File: src/rtl/core/assert_macros.svh
// ----------------------------------------------------------------------------
// Assertion macros
// Shared concurrent assertion wrappers for the receiver RTL.
// ----------------------------------------------------------------------------
`ifndef ASSERT_MACROS_SVH
`define ASSERT_MACROS_SVH

// Check a property on every clock edge outside of reset.
`define IRPD_ASSERT(label, prop, msg) \
  label: assert property (@(posedge clk) disable iff (rst) prop) else $error(msg);

// Check a property on every clock edge, reset cycles included.
`define IRPD_ASSERT_ALWAYS(label, prop, msg) \
  label: assert property (@(posedge clk) prop) else $error(msg);

`endif

File: src/rtl/core/irpd_pkg.sv
// ----------------------------------------------------------------------------
// irpd_pkg
// Types and codes shared by the IR pulse-distance receiver.
// ----------------------------------------------------------------------------
package irpd_pkg;

  // Edge word codes
  localparam logic [1:0] MODE_FALL  = 2'd0;
  localparam logic [1:0] MODE_RISE  = 2'd1;
  localparam logic [1:0] MODE_REARM = 2'd2;

  // Receive phase codes
  localparam logic [1:0] PHASE_ARMED = 2'd0;
  localparam logic [1:0] PHASE_RECV  = 2'd1;
  localparam logic [1:0] PHASE_DONE  = 2'd2;

  // Configuration register indexes
  localparam int unsigned REG_IDX_W = 2;
  localparam logic [REG_IDX_W-1:0] REG_START_GAP_MIN = 2'd0;
  localparam logic [REG_IDX_W-1:0] REG_ONE_GAP_MAX   = 2'd1;
  localparam logic [REG_IDX_W-1:0] REG_CHANNEL_BITS  = 2'd2;

  // Reset values of the configuration registers
  localparam logic [7:0] START_GAP_RESET = 8'd24;
  localparam logic [7:0] ONE_GAP_RESET   = 8'd4;
  localparam logic [7:0] CHANNEL_RESET   = 8'h00;

  // Checksum constants
  localparam logic [7:0] CSUM_SEED = 8'h0F;
  localparam logic [7:0] CSUM_MASK = 8'h3F;
  localparam logic [7:0] FIRST_BIT = 8'h80;

  typedef struct packed {
    logic [7:0] start_gap_min;
    logic [7:0] one_gap_max;
    logic [7:0] channel_bits;
  } irpd_cfg_t;

  typedef struct packed {
    logic [1:0] receive_phase;
    logic       byte_done;
    logic [7:0] byte_value;
    logic [1:0] byte_index;
    logic       frame_done;
    logic       checksum_ok;
  } irpd_result_t;

endpackage

File: src/rtl/core/irpd_if.sv
// ----------------------------------------------------------------------------
// irpd interfaces
// Valid/ready channels for edge words in and result words out.
// ----------------------------------------------------------------------------
interface irpd_edge_if;
  logic       valid;
  logic       ready;
  logic [1:0] mode;
  logic [7:0] gap_ticks;

  modport source (output valid, output mode, output gap_ticks, input ready);
  modport sink   (input valid, input mode, input gap_ticks, output ready);
endinterface

interface irpd_result_if;
  logic       valid;
  logic       ready;
  logic [1:0] receive_phase;
  logic       byte_done;
  logic [7:0] byte_value;
  logic [1:0] byte_index;
  logic       frame_done;
  logic       checksum_ok;

  modport source (output valid, output receive_phase, output byte_done,
                  output byte_value, output byte_index, output frame_done,
                  output checksum_ok, input ready);
  modport sink   (input valid, input receive_phase, input byte_done,
                  input byte_value, input byte_index, input frame_done,
                  input checksum_ok, output ready);
endinterface

File: src/rtl/core/ir_pulse_distance_receiver.sv
// ----------------------------------------------------------------------------
// ir_pulse_distance_receiver
// Decodes a pulse-distance IR frame from timed line edges, one word per edge.
// ----------------------------------------------------------------------------
//  Channel   Dir  Handshake     Payload
//  line_in   in   valid/ready   mode, gap_ticks
//  result    out  valid/ready   receive_phase, byte_done, byte_value,
//                               byte_index, frame_done, checksum_ok
//  cfg       in   cfg_we        cfg_index, cfg_data (no read-back)
//
//  One edge word in and one result word out per cycle, sustained while
//  the result side is ready. An edge word passes the input register, then
//  the result register fed by the decode step.
//  Reset (rst, synchronous) arms the receiver and loads the register defaults.
//  A stalled result holds the decode stage; the input register still takes
//  one more word while it is empty.
// ----------------------------------------------------------------------------
`include "assert_macros.svh"

module ir_pulse_distance_receiver #(
  parameter int unsigned FRAME_BYTES = 4
) (
  input  logic                           clk,
  input  logic                           rst,
  irpd_edge_if.sink                      line_in,
  irpd_result_if.source                  result,
  input  logic                           cfg_we,
  input  logic [irpd_pkg::REG_IDX_W-1:0] cfg_index,
  input  logic [7:0]                     cfg_data
);
  import irpd_pkg::*;

  irpd_cfg_t    cfg;
  logic         in_valid;
  logic [1:0]   in_mode;
  logic [7:0]   in_gap;
  logic         out_valid;
  irpd_result_t res;
  irpd_result_t res_next;
  logic         advance;

  // Configuration writes
  always_ff @(posedge clk) begin
    if (rst) begin
      cfg.start_gap_min <= START_GAP_RESET;
      cfg.one_gap_max   <= ONE_GAP_RESET;
      cfg.channel_bits  <= CHANNEL_RESET;
    end else if (cfg_we) begin
      unique case (cfg_index)
        REG_START_GAP_MIN: cfg.start_gap_min <= cfg_data;
        REG_ONE_GAP_MAX:   cfg.one_gap_max   <= cfg_data;
        REG_CHANNEL_BITS:  cfg.channel_bits  <= cfg_data;
        default: ;
      endcase
    end
  end

  // Decode step runs when the result register is free
  assign advance       = in_valid && (!out_valid || result.ready);
  assign line_in.ready = !in_valid || !out_valid || result.ready;

  // Input register
  always_ff @(posedge clk) begin
    if (rst) begin
      in_valid <= 1'b0;
    end else if (line_in.ready) begin
      in_valid <= line_in.valid;
    end
  end

  always_ff @(posedge clk) begin
    if (line_in.ready && line_in.valid) begin
      in_mode <= line_in.mode;
      in_gap  <= line_in.gap_ticks;
    end
  end

  irpd_decode #(
    .FRAME_BYTES(FRAME_BYTES)
  ) u_decode (
    .clk       (clk),
    .rst       (rst),
    .cfg       (cfg),
    .take      (advance),
    .mode      (in_mode),
    .gap_ticks (in_gap),
    .res       (res_next)
  );

  // Result register
  always_ff @(posedge clk) begin
    if (rst) begin
      out_valid <= 1'b0;
    end else if (advance) begin
      out_valid <= 1'b1;
    end else if (result.ready) begin
      out_valid <= 1'b0;
    end
  end

  always_ff @(posedge clk) begin
    if (advance) begin
      res <= res_next;
    end
  end

  assign result.valid         = out_valid;
  assign result.receive_phase = res.receive_phase;
  assign result.byte_done     = res.byte_done;
  assign result.byte_value    = res.byte_value;
  assign result.byte_index    = res.byte_index;
  assign result.frame_done    = res.frame_done;
  assign result.checksum_ok   = res.checksum_ok;

  // Checks
  `IRPD_ASSERT(a_frame_has_byte, out_valid |-> (!res.frame_done || res.byte_done), "frame_done without byte_done")
  `IRPD_ASSERT(a_ok_needs_frame, out_valid |-> (!res.checksum_ok || res.frame_done), "checksum_ok without frame_done")
  `IRPD_ASSERT(a_done_phase, (out_valid && res.frame_done) |-> (res.receive_phase == PHASE_DONE), "frame_done outside complete phase")
  `IRPD_ASSERT(a_full_stall, (in_valid && out_valid && !result.ready) |-> !line_in.ready, "input taken while both stages stalled")
  `IRPD_ASSERT_ALWAYS(a_reset_empty, rst |=> !out_valid, "result valid right after reset")

endmodule

File: src/rtl/core/irpd_decode.sv
// ----------------------------------------------------------------------------
// irpd_decode
// Frame state, bit assembly, byte store and checksum for one edge word.
// ----------------------------------------------------------------------------
module irpd_decode #(
  parameter int unsigned FRAME_BYTES = 4
) (
  input  logic                  clk,
  input  logic                  rst,
  input  irpd_pkg::irpd_cfg_t   cfg,
  input  logic                  take,
  input  logic [1:0]            mode,
  input  logic [7:0]            gap_ticks,
  output irpd_pkg::irpd_result_t res
);
  import irpd_pkg::*;

  localparam int unsigned POS_W = $clog2(FRAME_BYTES + 2);
  localparam logic [POS_W-1:0] POS_LAST  = POS_W'(FRAME_BYTES);
  localparam logic [POS_W-1:0] POS_ARMED = POS_W'(FRAME_BYTES + 1);
  localparam int unsigned CSUM_BYTES = 4;

  logic [POS_W-1:0] byte_position, byte_position_next;
  logic [7:0]       bit_mask, bit_mask_next;
  logic [7:0]       shift_byte, shift_byte_next;
  logic [7:0]       frame_store [CSUM_BYTES];

  logic [7:0] cur_mask;
  logic [7:0] cur_byte;
  logic       store_byte;
  logic [7:0] last_byte;
  logic [7:0] csum;

  // Bit assembly and checksum over the first three bytes, checked against
  // the fourth, which may be the byte just built
  always_comb begin
    cur_mask = (bit_mask == 8'h00) ? FIRST_BIT : bit_mask;
    cur_byte = (bit_mask == 8'h00) ? 8'h00 : shift_byte;
    if (gap_ticks < cfg.one_gap_max) begin
      cur_byte = cur_byte | cur_mask;
    end
    last_byte = (byte_position == POS_W'(CSUM_BYTES - 1)) ? cur_byte : frame_store[3];
    csum = ((frame_store[0] + frame_store[1] + frame_store[2] + CSUM_SEED) & CSUM_MASK)
           | cfg.channel_bits;
  end

  // Next state and result word
  always_comb begin
    byte_position_next = byte_position;
    bit_mask_next      = bit_mask;
    shift_byte_next    = shift_byte;
    store_byte         = 1'b0;
    res                = '0;
    priority if (mode == MODE_REARM) begin
      byte_position_next = POS_ARMED;
      bit_mask_next      = 8'h00;
      shift_byte_next    = 8'h00;
    end else if (mode == MODE_FALL) begin
      priority if (byte_position >= POS_ARMED) begin
        if (gap_ticks >= cfg.start_gap_min) begin
          byte_position_next = '0;
          bit_mask_next      = 8'h00;
        end
      end else if (byte_position < POS_LAST) begin
        bit_mask_next   = cur_mask >> 1;
        shift_byte_next = cur_byte;
        if (cur_mask == 8'h01) begin
          store_byte         = 1'b1;
          res.byte_done      = 1'b1;
          res.byte_value     = cur_byte;
          res.byte_index     = byte_position[1:0];
          byte_position_next = byte_position + POS_W'(1);
          if (byte_position_next == POS_LAST) begin
            res.frame_done  = 1'b1;
            res.checksum_ok = (csum == last_byte);
          end
        end
      end else begin
        // frame complete: hold until rearm
      end
    end else begin
      // rising edge and unused code: no effect
    end
    priority if (byte_position_next >= POS_ARMED) begin
      res.receive_phase = PHASE_ARMED;
    end else if (byte_position_next >= POS_LAST) begin
      res.receive_phase = PHASE_DONE;
    end else begin
      res.receive_phase = PHASE_RECV;
    end
  end

  // Advance frame state on each processed word
  always_ff @(posedge clk) begin
    if (rst) begin
      byte_position <= POS_ARMED;
      bit_mask      <= 8'h00;
      shift_byte    <= 8'h00;
    end else if (take) begin
      byte_position <= byte_position_next;
      bit_mask      <= bit_mask_next;
      shift_byte    <= shift_byte_next;
    end
  end

  // Keep the bytes the checksum needs
  always_ff @(posedge clk) begin
    for (int i = 0; i < CSUM_BYTES; i++) begin
      if (take && store_byte && byte_position == POS_W'(i)) begin
        frame_store[i] <= cur_byte;
      end
    end
  end

endmodule

File: src/flat_wrapper.sv
// flat-port wrapper written by rule: the top's interface ports become plain ports
module ir_pulse_distance_receiver_flat import irpd_pkg::*;
#(
  parameter int unsigned FRAME_BYTES = 4
)
  (clk, rst, cfg_we, cfg_index, cfg_data, line_in_valid, line_in_mode, line_in_gap_ticks, line_in_ready, result_valid, result_receive_phase, result_byte_done, result_byte_value, result_byte_index, result_frame_done, result_checksum_ok, result_ready);
  irpd_edge_if line_in_i ();
  irpd_result_if result_i ();
  input  logic clk;
  input  logic rst;
  input  logic cfg_we;
  input  logic [irpd_pkg::REG_IDX_W-1:0] cfg_index;
  input  logic [7:0] cfg_data;
  input wire logic [$bits(line_in_i.valid)-1:0] line_in_valid;
  input wire logic [$bits(line_in_i.mode)-1:0] line_in_mode;
  input wire logic [$bits(line_in_i.gap_ticks)-1:0] line_in_gap_ticks;
  output wire logic [$bits(line_in_i.ready)-1:0] line_in_ready;
  output wire logic [$bits(result_i.valid)-1:0] result_valid;
  output wire logic [$bits(result_i.receive_phase)-1:0] result_receive_phase;
  output wire logic [$bits(result_i.byte_done)-1:0] result_byte_done;
  output wire logic [$bits(result_i.byte_value)-1:0] result_byte_value;
  output wire logic [$bits(result_i.byte_index)-1:0] result_byte_index;
  output wire logic [$bits(result_i.frame_done)-1:0] result_frame_done;
  output wire logic [$bits(result_i.checksum_ok)-1:0] result_checksum_ok;
  input wire logic [$bits(result_i.ready)-1:0] result_ready;
  assign line_in_i.valid = line_in_valid;
  assign line_in_i.mode = line_in_mode;
  assign line_in_i.gap_ticks = line_in_gap_ticks;
  assign line_in_ready = line_in_i.ready;
  assign result_valid = result_i.valid;
  assign result_receive_phase = result_i.receive_phase;
  assign result_byte_done = result_i.byte_done;
  assign result_byte_value = result_i.byte_value;
  assign result_byte_index = result_i.byte_index;
  assign result_frame_done = result_i.frame_done;
  assign result_checksum_ok = result_i.checksum_ok;
  assign result_i.ready = result_ready;
  ir_pulse_distance_receiver #(.FRAME_BYTES(FRAME_BYTES)) u_core (.clk(clk), .rst(rst), .line_in(line_in_i), .result(result_i), .cfg_we(cfg_we), .cfg_index(cfg_index), .cfg_data(cfg_data));
endmodule
File: config.mk
export PLATFORM = sky130hd
export DESIGN_NAME = ir_pulse_distance_receiver_flat
export DESIGN_NICKNAME = d
export VERILOG_FILES = /design/src/rtl/core/irpd_pkg.sv /design/src/rtl/core/irpd_if.sv /design/src/rtl/core/ir_pulse_distance_receiver.sv /design/src/rtl/core/irpd_decode.sv /design/src/flat_wrapper.sv
export VERILOG_INCLUDE_DIRS = /design/src /design/src/rtl/core
export SDC_FILE = /design/constraint.sdc
export NUM_CORES = 1
export LEC_CHECK = 0
export ABC_AREA = 0
export BUFFER_PORTS_ARGS = -buffer_cell sky130_fd_sc_hd__clkbuf_2
export CORE_ASPECT_RATIO = 0.9
export CORE_MARGIN = 4
export CORE_UTILIZATION = 40
export CTS_CLUSTER_DIAMETER = 100
export DETAILED_ROUTE_END_ITERATION = 12
export PLACE_DENSITY_LB_ADDON = 0.25
export SLEW_MARGIN = 15
export SYNTH_ARGS = -nofsm -noshare
export SYNTH_HDL_FRONTEND = slang
export SYNTH_HIERARCHICAL = 1
export SYNTH_SLANG_ARGS = --single-unit
File: constraint.sdc
create_clock -name clk -period 4.75 [get_ports clk]
set_clock_uncertainty 0.2 [all_clocks]
set_input_delay 0.7125 -clock clk [delete_from_list [all_inputs] [get_ports clk]]
set_output_delay 0.7125 -clock clk [all_outputs]
set_load 0.005 [all_outputs]
==> flow_summary_export.csv, run 1 <==
group,metric,value,unit
yosys,synthCells,429,
yosys,syn_area,0.00478,mm^2
yosys,synthDistinctLibCells,61,
die,row_count,37,
global_routing,grt_usage,15.1,%
yosys,synth_area_leaders,"edfxtp_1 32%, dfxtp_1 18%, ha_1 8.4%",
timing,hold_viol_final,0,
finish,fillCellCount,1091,
clock_tree,root_buffer,"clkbuf_16",
critical_path,critPathKind,"register to register",
die,die_area,0.0138,mm^2
yosys,ys_async_sr_fraction,0,%
status,status,"finished, final reports clean",
power_and_ir_drop,power_density,321,mW/mm^2
finish,mostFrequentLayoutCell,"edfxtp_1",
critical_path,crit_path_max_fanout,2,
timing,worst_slack,1260,ps
finish,syn2layout_area_growth,13.8,%
routing,vias_per_cell,5.04,
routing,remaining_drc_errors,0,
yosys,yosys.area.top_type,"edfxtp_1",
timing,fin_crit_sh,73.5,%
clock_tree,cts_tree,"yes",
die,die_h,112,um
yosys,avgSynthCellArea,11.2,um^2
job,drv_cap,0,
clock_tree,clkTransAtPathRegs,60,ps
yosys,synth_seq_area_share,50.4,%
die,io-pin-count,42,
placement,dpl.hpwl,7100,um
finish,diodes,0,
yosys,synth_edf_count,51,
finish,final_cell_mix,"51 x edfxtp_1, 46 x inv_1, 44 x dfxtp_1",
timing,worst_pin_slew,1050,ps
yosys,synth-main-ff-cell,"edfxtp_1",
global_routing,grt_overflow,0,
critical_path,cp-start-kind,"register",
power_and_ir_drop,leakagePower,2.26,nW
die,start_util,41.3,%
clock_tree,cts_hold_buffers,0,
finish,fin_nets,530,
placement,place_ws,1280,ps
yosys,synth_seq_cells,95,
global_routing,antenna_found_initial,0,
finish,final_layout_size_suffix_gt1_share,16.1,%
critical_path,worstPathRequired,4700,ps
placement,port_buffers,41,
global_routing,grt_max_degree,56,
clock_tree,numCtsBuffers,9,
critical_path,slowest_stage,"fa_1",
timing,max_freq,0.287,GHz
clock_tree,clk_latency,340,ps
critical_path,regToRegSetupSlack,1260,ps
clock_tree,cts.sinks,95,
timing,period_needed,3490,ps
critical_path,max_stage_delay,430,ps
global_routing,grt_pass1_vias,3158,
routing,drt_first_iter_violations,178,
die,die_x,123,um
critical_path,arrival,3440,ps
power_and_ir_drop,ir_drop,181,uV
timing,slew-limit-headroom,29.4,%
yosys,ys.warnings.count,6,
clock_tree,post_cts_resized,0,
worst_hold_path,hold_path.class,"register to register",
clock_tree,cts_buffer_depth,2,
critical_path,worstPathCellList,"inv_1 -> ha_1 -> inv_1 -> fa_1 -> ha_1 -> fa_1 -> a21o_1 -> a21oi_1 -> xnor3_1 -> nor2_1 -> xnor2_1 -> o2111ai_1 -> a2111oi_2",
critical_path,critical_path.endpoint_type,"register",
routing,wl_per_cell,15.4,um
routing,drt_wl_total,9680,um
timing,final-setup-viol-count,0,
timing,rsz0062_at_grt,"false",
timing,slew_viol_final,0,
yosys,synthesis.nets,491,
routing,dr.pass1.iters,4,
routing,ant_nets,0,
global_routing,grt_first_pass_wirelength,16000,um
power_and_ir_drop,total_power,1.75,mW
die,core,0.0116,mm^2
clock_tree,cts-htree-levels,3,
routing,vias,3170,
yosys,yosysTopAreaCellShare,32.0,%
clock_tree,post_cts_buffers,0,
placement,gp_congestion,0.823,
timing,setup-tns-final,0,ps
sequential cells by signal (all words and copies together), names as in the netlist:
signal / cells
u_core/u_decode/frame_store: 26
u_core/result.valid: 1
u_core/in_valid: 1
u_core/result.byte_index: 2
u_core/u_decode/byte_position: 3
u_core/cfg: 24
u_core/result.frame_done: 1
u_core/u_decode/bit_mask: 7
u_core/result.byte_value: 8
u_core/result.checksum_ok: 1
u_core/in_gap: 8
u_core/result.byte_done: 1
u_core/in_mode: 2
u_core/result.receive_phase: 2
u_core/u_decode/shift_byte: 8
final timing paths:
kind,startpoint,end,cells past startpoint
setup / recovery,u_core/u_decode/frame_store[2][1],u_core/result.checksum_ok,13
hold / removal,u_core/in_valid,u_core/result.valid,2
setup reg to reg,u_core/u_decode/frame_store[2][1],u_core/result.checksum_ok,13
hold reg to reg,u_core/in_valid,u_core/result.valid,2
Yosys cell counts, types with 5 or more instances:
cell type and count:
a21oi_1 13, a22oi_1 9, a31oi_1 6, and2_1 9, and3_1 8, clkbuf_1 7
dfxtp_1 44, edfxtp_1 51, fa_1 5, ha_1 32, inv_1 46, mux2i_1 30
nand2_1 10, nand2b_1 34, nor2_1 38, o21ai_0 10, xnor2_1 8, xor2_1 6
metrics by stage:
| step | cells | hold slack (ps) | instance area (um^2) | utilization [%] |
|---|---|---|---|---|
| final | 629 | 266 | 5440 | 47.0 |
| after detailed placement | 613 | 256 | 5120 | 44.2 |
| after floorplan | 429 | 234 | 4780 | - |
| after global routing | 629 | 296 | 5440 | 47.0 |
| after CTS | 629 | 270 | 5440 | 47.0 |
| after global placement | 613 | 249 | 5120 | 44.2 |
power breakdown:
part	total [mW]	internal [mW]	switching, mW
clock network	0.744	0.447	0.297
registers	0.894	0.881	0.0132
logic	0.111	0.0476	0.0633
area by class of cell:
type | instances | area [um^2] | share of cell area, %
Sequential cell | 95 | 2410 | 44.3
Clock buffer | 13 | 303 | 5.56
Multi-Input combinational cell | 273 | 2120 | 39.0
Timing Repair Buffer | 42 | 213 | 3.91
Tap cell | 156 | 195 | 3.59
Clock inverter | 3 | 18.8 | 0.345
Inverter | 47 | 176 | 3.24
cells by family after synthesis:
kind of cell    after synthesis  share of synthesized area, %
buf+inv                      61                          5.18
fa+ha+maj                    37                          10.5
compound gates               69                          10.7
mux                          31                          6.51
flops                        95                          50.4
simple gates                121                          13.7
xor+xnor                     15                          3.03
worst max-delay path, delay by kind of cell, from the launching register on:
family	cells	cell delay [ps]
flip-flops	1	380
AND/OR/NAND/NOR	1	140
AO/OA/AOI/OAI	4	800
XOR/XNOR	2	360
buffers and inverters	2	140
adder cells (fa/ha/maj)	4	1290
per-layer routing:
layer,track usage [%],share of wire (%)
met5,0,0
met4,5.61,1.6
met3,3.81,3.9
met2,22.2,45
met1,21.3,49
(Power assumes the default switching activity.)
==> inputs of run 2 (changes only) <==
==> constraint.sdc (replaced) <==
create_clock -name clk -period 3.38 [get_ports clk]
set_clock_uncertainty 0.2 [all_clocks]
set_input_delay 0.507 -clock clk [delete_from_list [all_inputs] [get_ports clk]]
set_output_delay 0.507 -clock clk [all_outputs]
set_load 0.005 [all_outputs]
==> run 2 against run 1 <==
Net effect: first-iteration DRC count grew 5.6%; cell count rose by 0.48%; register-to-register slack worse by 1200 ps; core utilization increased by 0.087 points; worst hold slack got worse by 120 ps; worst setup slack worse by 1200 ps; critical path depth unchanged; clock-buffer cell count shrank 4.
==> flow_summary_export.csv, run 2 (synthesis gave the netlist of run 1 again) <==
group,metric,value,unit
status,status,"finished, final reports clean",
finish,top_regs,"u_core/u_decode/frame_store (26), u_core/cfg (24)",
critical_path,worstPathRequired,3320,ps
power_and_ir_drop,total_power,2.42,mW
finish,fillCellCount,1113,
placement,gp_congestion,0.863,
power_and_ir_drop,leakagePower,2.26,nW
critical_path,critical_path.endpoint_type,"register",
die,die_area,0.0138,mm^2
clock_tree,cts.sinks,95,
timing,slew-limit-headroom,38.1,%
clock_tree,numCtsBuffers,9,
timing,period_needed,3340,ps
finish,final_cell_mix,"51 x edfxtp_1, 46 x inv_1, 44 x dfxtp_1",
die,start_util,41.3,%
routing,remaining_drc_errors,0,
timing,rsz0062_at_grt,"true",
timing,worst_pin_slew,921,ps
worst_hold_path,hold_path.class,"input pin to register",
timing,hold_viol_final,0,
clock_tree,cts-htree-levels,3,
routing,wl_per_cell,15.7,um
global_routing,grt_usage,15.6,%
placement,dp_cells,616,
critical_path,cp-start-kind,"register",
global_routing,grt_overflow,0,
die,die_x,123,um
finish,diodes,0,
placement,port_buffers,41,
critical_path,critPathLaunch,"u_core/u_decode/frame_store[1][1]",
clock_tree,clk_latency,340,ps
timing,holdWs,144,ps
job,drv_cap,0,
routing,ant_nets,0,
worst_hold_path,min_from,"line_in_gap_ticks[3]",
global_routing,grt_pass1_vias,3352,
finish,final_cell_count_no_fill,632,
finish,fin_nets,533,
clock_tree,cts_buffer_depth,2,
routing,drt_wl_total,9900,um
timing,max_freq,0.299,GHz
die,die_h,112,um
critical_path,crit-reg2reg-capture,"u_core/result.checksum_ok",
critical_path,crit_path_max_fanout,2,
timing,slew_viol_final,0,
routing,vias_per_cell,5.04,
finish,regMostFlops,"u_core/u_decode/frame_store",
critical_path,worstReg2RegStart,"u_core/u_decode/frame_store[1][1]",
finish,final_layout_size_suffix_gt1_share,17.4,%
finish,syn2layout_area_growth,14.0,%
critical_path,critPathKind,"register to register",
die,row_count,37,
finish,mostFrequentLayoutCell,"edfxtp_1",
clock_tree,root_buffer,"clkbuf_16",
routing,drt_first_iter_violations,188,
timing,final-setup-viol-count,0,
clock_tree,cts_hold_buffers,0,
finish,largest_reg_flops,26,
critical_path,regToRegSetupSlack,40,ps
die,core,0.0116,mm^2
global_routing,grt_first_pass_wirelength,16700,um
critical_path,critPathCapture,"u_core/result.checksum_ok",
timing,fin_crit_sh,98.8,%
clock_tree,clkTransAtPathRegs,70,ps
clock_tree,post_cts_buffers,0,
routing,dr.pass1.iters,4,
critical_path,arrival,3280,ps
power_and_ir_drop,power_density,444,mW/mm^2
critical_path,ff2ff_path_depth,13,
placement,dpl.hpwl,7270,um
clock_tree,cts_tree,"yes",
global_routing,antenna_found_initial,0,
routing,vias,3183,
power_and_ir_drop,ir_drop,290,uV
global_routing,grt_max_degree,56,
die,io-pin-count,42,
==> run 2: cell count changes in the layout (fill, tap and decap cells not counted) <==
cell,previous run,this run
a21oi_1,13,12
a21oi_2,0,1
buf_4,1,4
bufinv_16,0,1
clkbuf_16,11,9
clkbuf_8,2,0
clkinv_4,0,1
clkinvlp_4,0,2
fa_1,5,4
fa_2,0,1
ha_1,32,31
ha_2,0,1
nor2_1,38,37
nor2_2,0,1
==> run 2: through the flow <==
step / setup TNS (ps) / utilization [%] / setup WS [ps] / area, um^2
2_1_floorplan: 0 / - / 131 / 4780
3_3_place_gp: 0 / 44.4 / 50.4 / 5140
3_5_place_dp: -79.2 / 44.4 / -79.2 / 5140
4_1_cts: -35.8 / 47.1 / -35.8 / 5450
5_1_grt: -113 / 47.1 / -113 / 5450
6_report: 0 / 47.1 / 39.5 / 5450
==> run 2: how the worst min path moves through the flow <==
stage,to,slack (ps),cells after the start
floorplan,u_core/result.valid,230,2
global placement,u_core/result.valid,250,2
detailed placement,u_core/result.valid,260,2
CTS,u_core/in_gap[3],130,1
global route,u_core/in_gap[5],130,1
finish,u_core/in_gap[3],140,1
==> run 2: critical path, stage by stage, from the launching register on <==
cell       delay (ps)
edfxtp_1          370
inv_1              70
ha_1              220
inv_1              70
fa_1              430
ha_2              200
fa_2              340
a21o_1            170
a21oi_2           130
xnor3_1           230
nor2_2            100
xnor2_1           120
o2111ai_1         150
a2111oi_2         330
==> run 2: routing by layer <==
layer  global-route usage, %  wire [um]  vias up
met5                       0          0        -
met4                    4.87        195        0
met3                    3.20        363       13
met2                    24.9       4590       54
met1                    21.3       4750     1534
li1                        -          -     1582
==> run 2: final cells by class <==
class / count / area, um^2 / area share, %
tap: 156 / 195 / 3.58
inverter: 47 / 176 / 3.24
sequential: 95 / 2410 / 44.2
clock buffer: 9 / 225 / 4.13
clock inverter: 7 / 72.6 / 1.33
timing repair buffer: 45 / 235 / 4.31
multi-input combinational: 273 / 2140 / 39.2
==> run 2: power breakdown <==
| group | internal [mW] | switching (mW) | total (mW) |
|---|---|---|---|
| Combinational | 0.0671 | 0.0883 | 0.155 |
| Clock | 0.574 | 0.432 | 1.01 |
| Sequential | 1.24 | 0.0195 | 1.26 |
==> run 2: what timing repair did <==
action | 4_1_cts | 5_1_grt
endpoints found under the hold margin | 0 | 0
pin swaps | 6 | 2
gates cloned | 0 | 0
gates resized for setup | 3 | 1
endpoints found under the setup margin | 1 | 1
==> inputs of run 3 (changes only) <==
--- a/config.mk
+++ b/config.mk
@@ -13,6 +13,7 @@
 export CORE_UTILIZATION = 40
 export CTS_CLUSTER_DIAMETER = 100
 export DETAILED_ROUTE_END_ITERATION = 12
+export GPL_TIMING_DRIVEN = 0
 export PLACE_DENSITY_LB_ADDON = 0.25
 export SLEW_MARGIN = 15
 export SYNTH_ARGS = -nofsm -noshare
==> constraint.sdc (replaced) <==
create_clock -name clk -period 3.38 [get_ports clk]
set_clock_uncertainty 0.2 [all_clocks]
set_input_delay 0.507 -clock clk [delete_from_list [all_inputs] [get_ports clk]]
set_output_delay 0.507 -clock clk [all_outputs]
set_load 0.02 [all_outputs]
==> run 3 against run 2 <==
Net effect: critical endpoint unchanged; register-to-register slack worse by 60 ps; routed wire length is 3.0% lower; largest power group unchanged; the run now ends with setup timing left; via count is 1.7% higher; sequential cell count stayed put; highest routed layer unchanged.
==> flow_summary_export.csv, run 3 (synthesis gave the netlist of run 1 again) <==
group,metric,value,unit
status,status,"finished with violations",
status,violations,"setup timing",
clock_tree,cts_tree,"yes",
power_and_ir_drop,power_density,468,mW/mm^2
routing,drt_first_iter_violations,167,
finish,mostFrequentLayoutCell,"edfxtp_1",
finish,largest_reg_flops,26,
critical_path,cp-start-kind,"register",
worst_hold_path,hold_path.class,"input pin to register",
finish,final_cell_mix,"51 x edfxtp_1, 46 x inv_1, 44 x dfxtp_1",
timing,period_needed,3410,ps
global_routing,grt_overflow,0,
finish,diodes,0,
clock_tree,cts-htree-levels,3,
critical_path,worstReg2RegStart,"u_core/u_decode/frame_store[1][1]",
finish,final_layout_size_suffix_gt1_share,17.7,%
placement,port_buffers,40,
placement,gp_congestion,0.817,
timing,fin_crit_sh,101,%
finish,utilization,48.4,%
routing,wl_per_cell,15.0,um
finish,postLayoutCellArea,0.00560,mm^2
critical_path,worstPathRequired,3310,ps
clock_tree,numCtsBuffers,9,
die,io-pin-count,42,
critical_path,critPathKind,"register to register",
die,start_util,41.3,%
clock_tree,cts.sinks,95,
die,die_area,0.0138,mm^2
die,die_h,112,um
timing,final-setup-viol-count,1,
global_routing,grt_first_pass_wirelength,16100,um
timing,slew_viol_final,0,
power_and_ir_drop,leakagePower,2.32,nW
timing,holdWs,142,ps
routing,ant_nets,0,
die,die_x,123,um
die,core,0.0116,mm^2
job,drv_cap,0,
routing,drt_wl_total,9600,um
clock_tree,cts_hold_buffers,0,
timing,max_freq,0.294,GHz
routing,dr.pass1.iters,5,
clock_tree,clk_latency,340,ps
placement,dpl.hpwl,7170,um
critical_path,crit_path_max_fanout,2,
global_routing,grt_pass1_vias,3247,
finish,syn2layout_area_growth,17.0,%
placement,place_area,0.00518,mm^2
global_routing,antenna_found_initial,0,
critical_path,critPathLaunch,"u_core/u_decode/frame_store[1][1]",
clock_tree,cts_buffer_depth,2,
worst_hold_path,min_from,"line_in_gap_ticks[4]",
routing,vias,3236,
power_and_ir_drop,ir_drop,319,uV
critical_path,arrival,3340,ps
timing,hold_viol_final,0,
global_routing,grt_max_degree,22,
routing,vias_per_cell,5.04,
clock_tree,clkTransAtPathRegs,60,ps
placement,place_ws,-236,ps
timing,slew-limit-headroom,37.5,%
critical_path,critical_path.endpoint_type,"register",
finish,fin_nets,543,
global_routing,grt_usage,14.9,%
routing,remaining_drc_errors,0,
finish,top_regs,"u_core/u_decode/frame_store (26), u_core/cfg (24)",
finish,regMostFlops,"u_core/u_decode/frame_store",
clock_tree,root_buffer,"clkbuf_16",
timing,worst_slack,-25.5,ps
timing,worst_pin_slew,930,ps
die,row_count,37,
timing,rsz0062_at_grt,"true",
## run 3: cell types whose count changed in the layout (fill, tap and decap cells not counted), sizes merged
cell / previous run / this run
clkbuf: 50 / 61
buf: 4 / 8
clkinv: 3 / 1
clkinvlp: 2 / 0
inv: 48 / 47
## run 3: where the power goes
group / switching, mW / internal, mW / total, mW
clock: 0.420 / 0.772 / 1.19
sequential: 0.0171 / 1.24 / 1.26
combinational: 0.101 / 0.0692 / 0.170
## run 3: metrics by stage
stage,power [mW],TNS [ps],instances
final,2.62,-25.5,642
after global routing,2.72,-204,642
after CTS,2.64,-137,642
after detailed placement,1.45,-1430,625
after global placement,1.45,-1070,625
after floorplan,1.39,0,429
## run 3: area by class of cell
cell class              count  area (um^2)
multi-input cells         273         2160
repair buffers             41          208
clock buffers              14          339
inverters                  47          176
flip-flops and latches     95         2410
clock inverters             2         35.0
fillers                  1090         5980
plain buffers              14         71.3
well taps                 156          195
## run 3: path summary, 6_finish.rpt
path              slack [ps]                   endpoint  cells past startpoint
setup / recovery         -30  u_core/result.checksum_ok                     13
hold / removal           140           u_core/in_gap[4]                      1
setup reg to reg         -30  u_core/result.checksum_ok                     13
hold reg to reg          270        u_core/result.valid                      2
## run 3: metal layers
metal	vias to the layer above	GRT usage, %	share of wire [%]
li1	1598	-	-
met1	1563	20.9	49
met2	64	23.0	46
met3	11	3.25	2.9
met4	0	4.72	1.8
met5	-	0	0
## run 3: critical path, stage by stage, from the launching register on
cell,delay (ps)
edfxtp_1,350
inv_1,60
ha_1,220
inv_1,70
fa_1,420
ha_2,210
fa_2,370
a21o_1,170
a21oi_2,130
xnor3_1,230
nor2_1,120
xnor2_1,160
o2111ai_2,160
a2111oi_4,330
## run 3: repair_timing
action | CTS | global route
gates resized for setup | 3 | 4
setup buffers | 1 | 0
pin swaps | 9 | 2
endpoints found under the hold margin | 0 | 0
setup endpoints to repair | 1 | 35
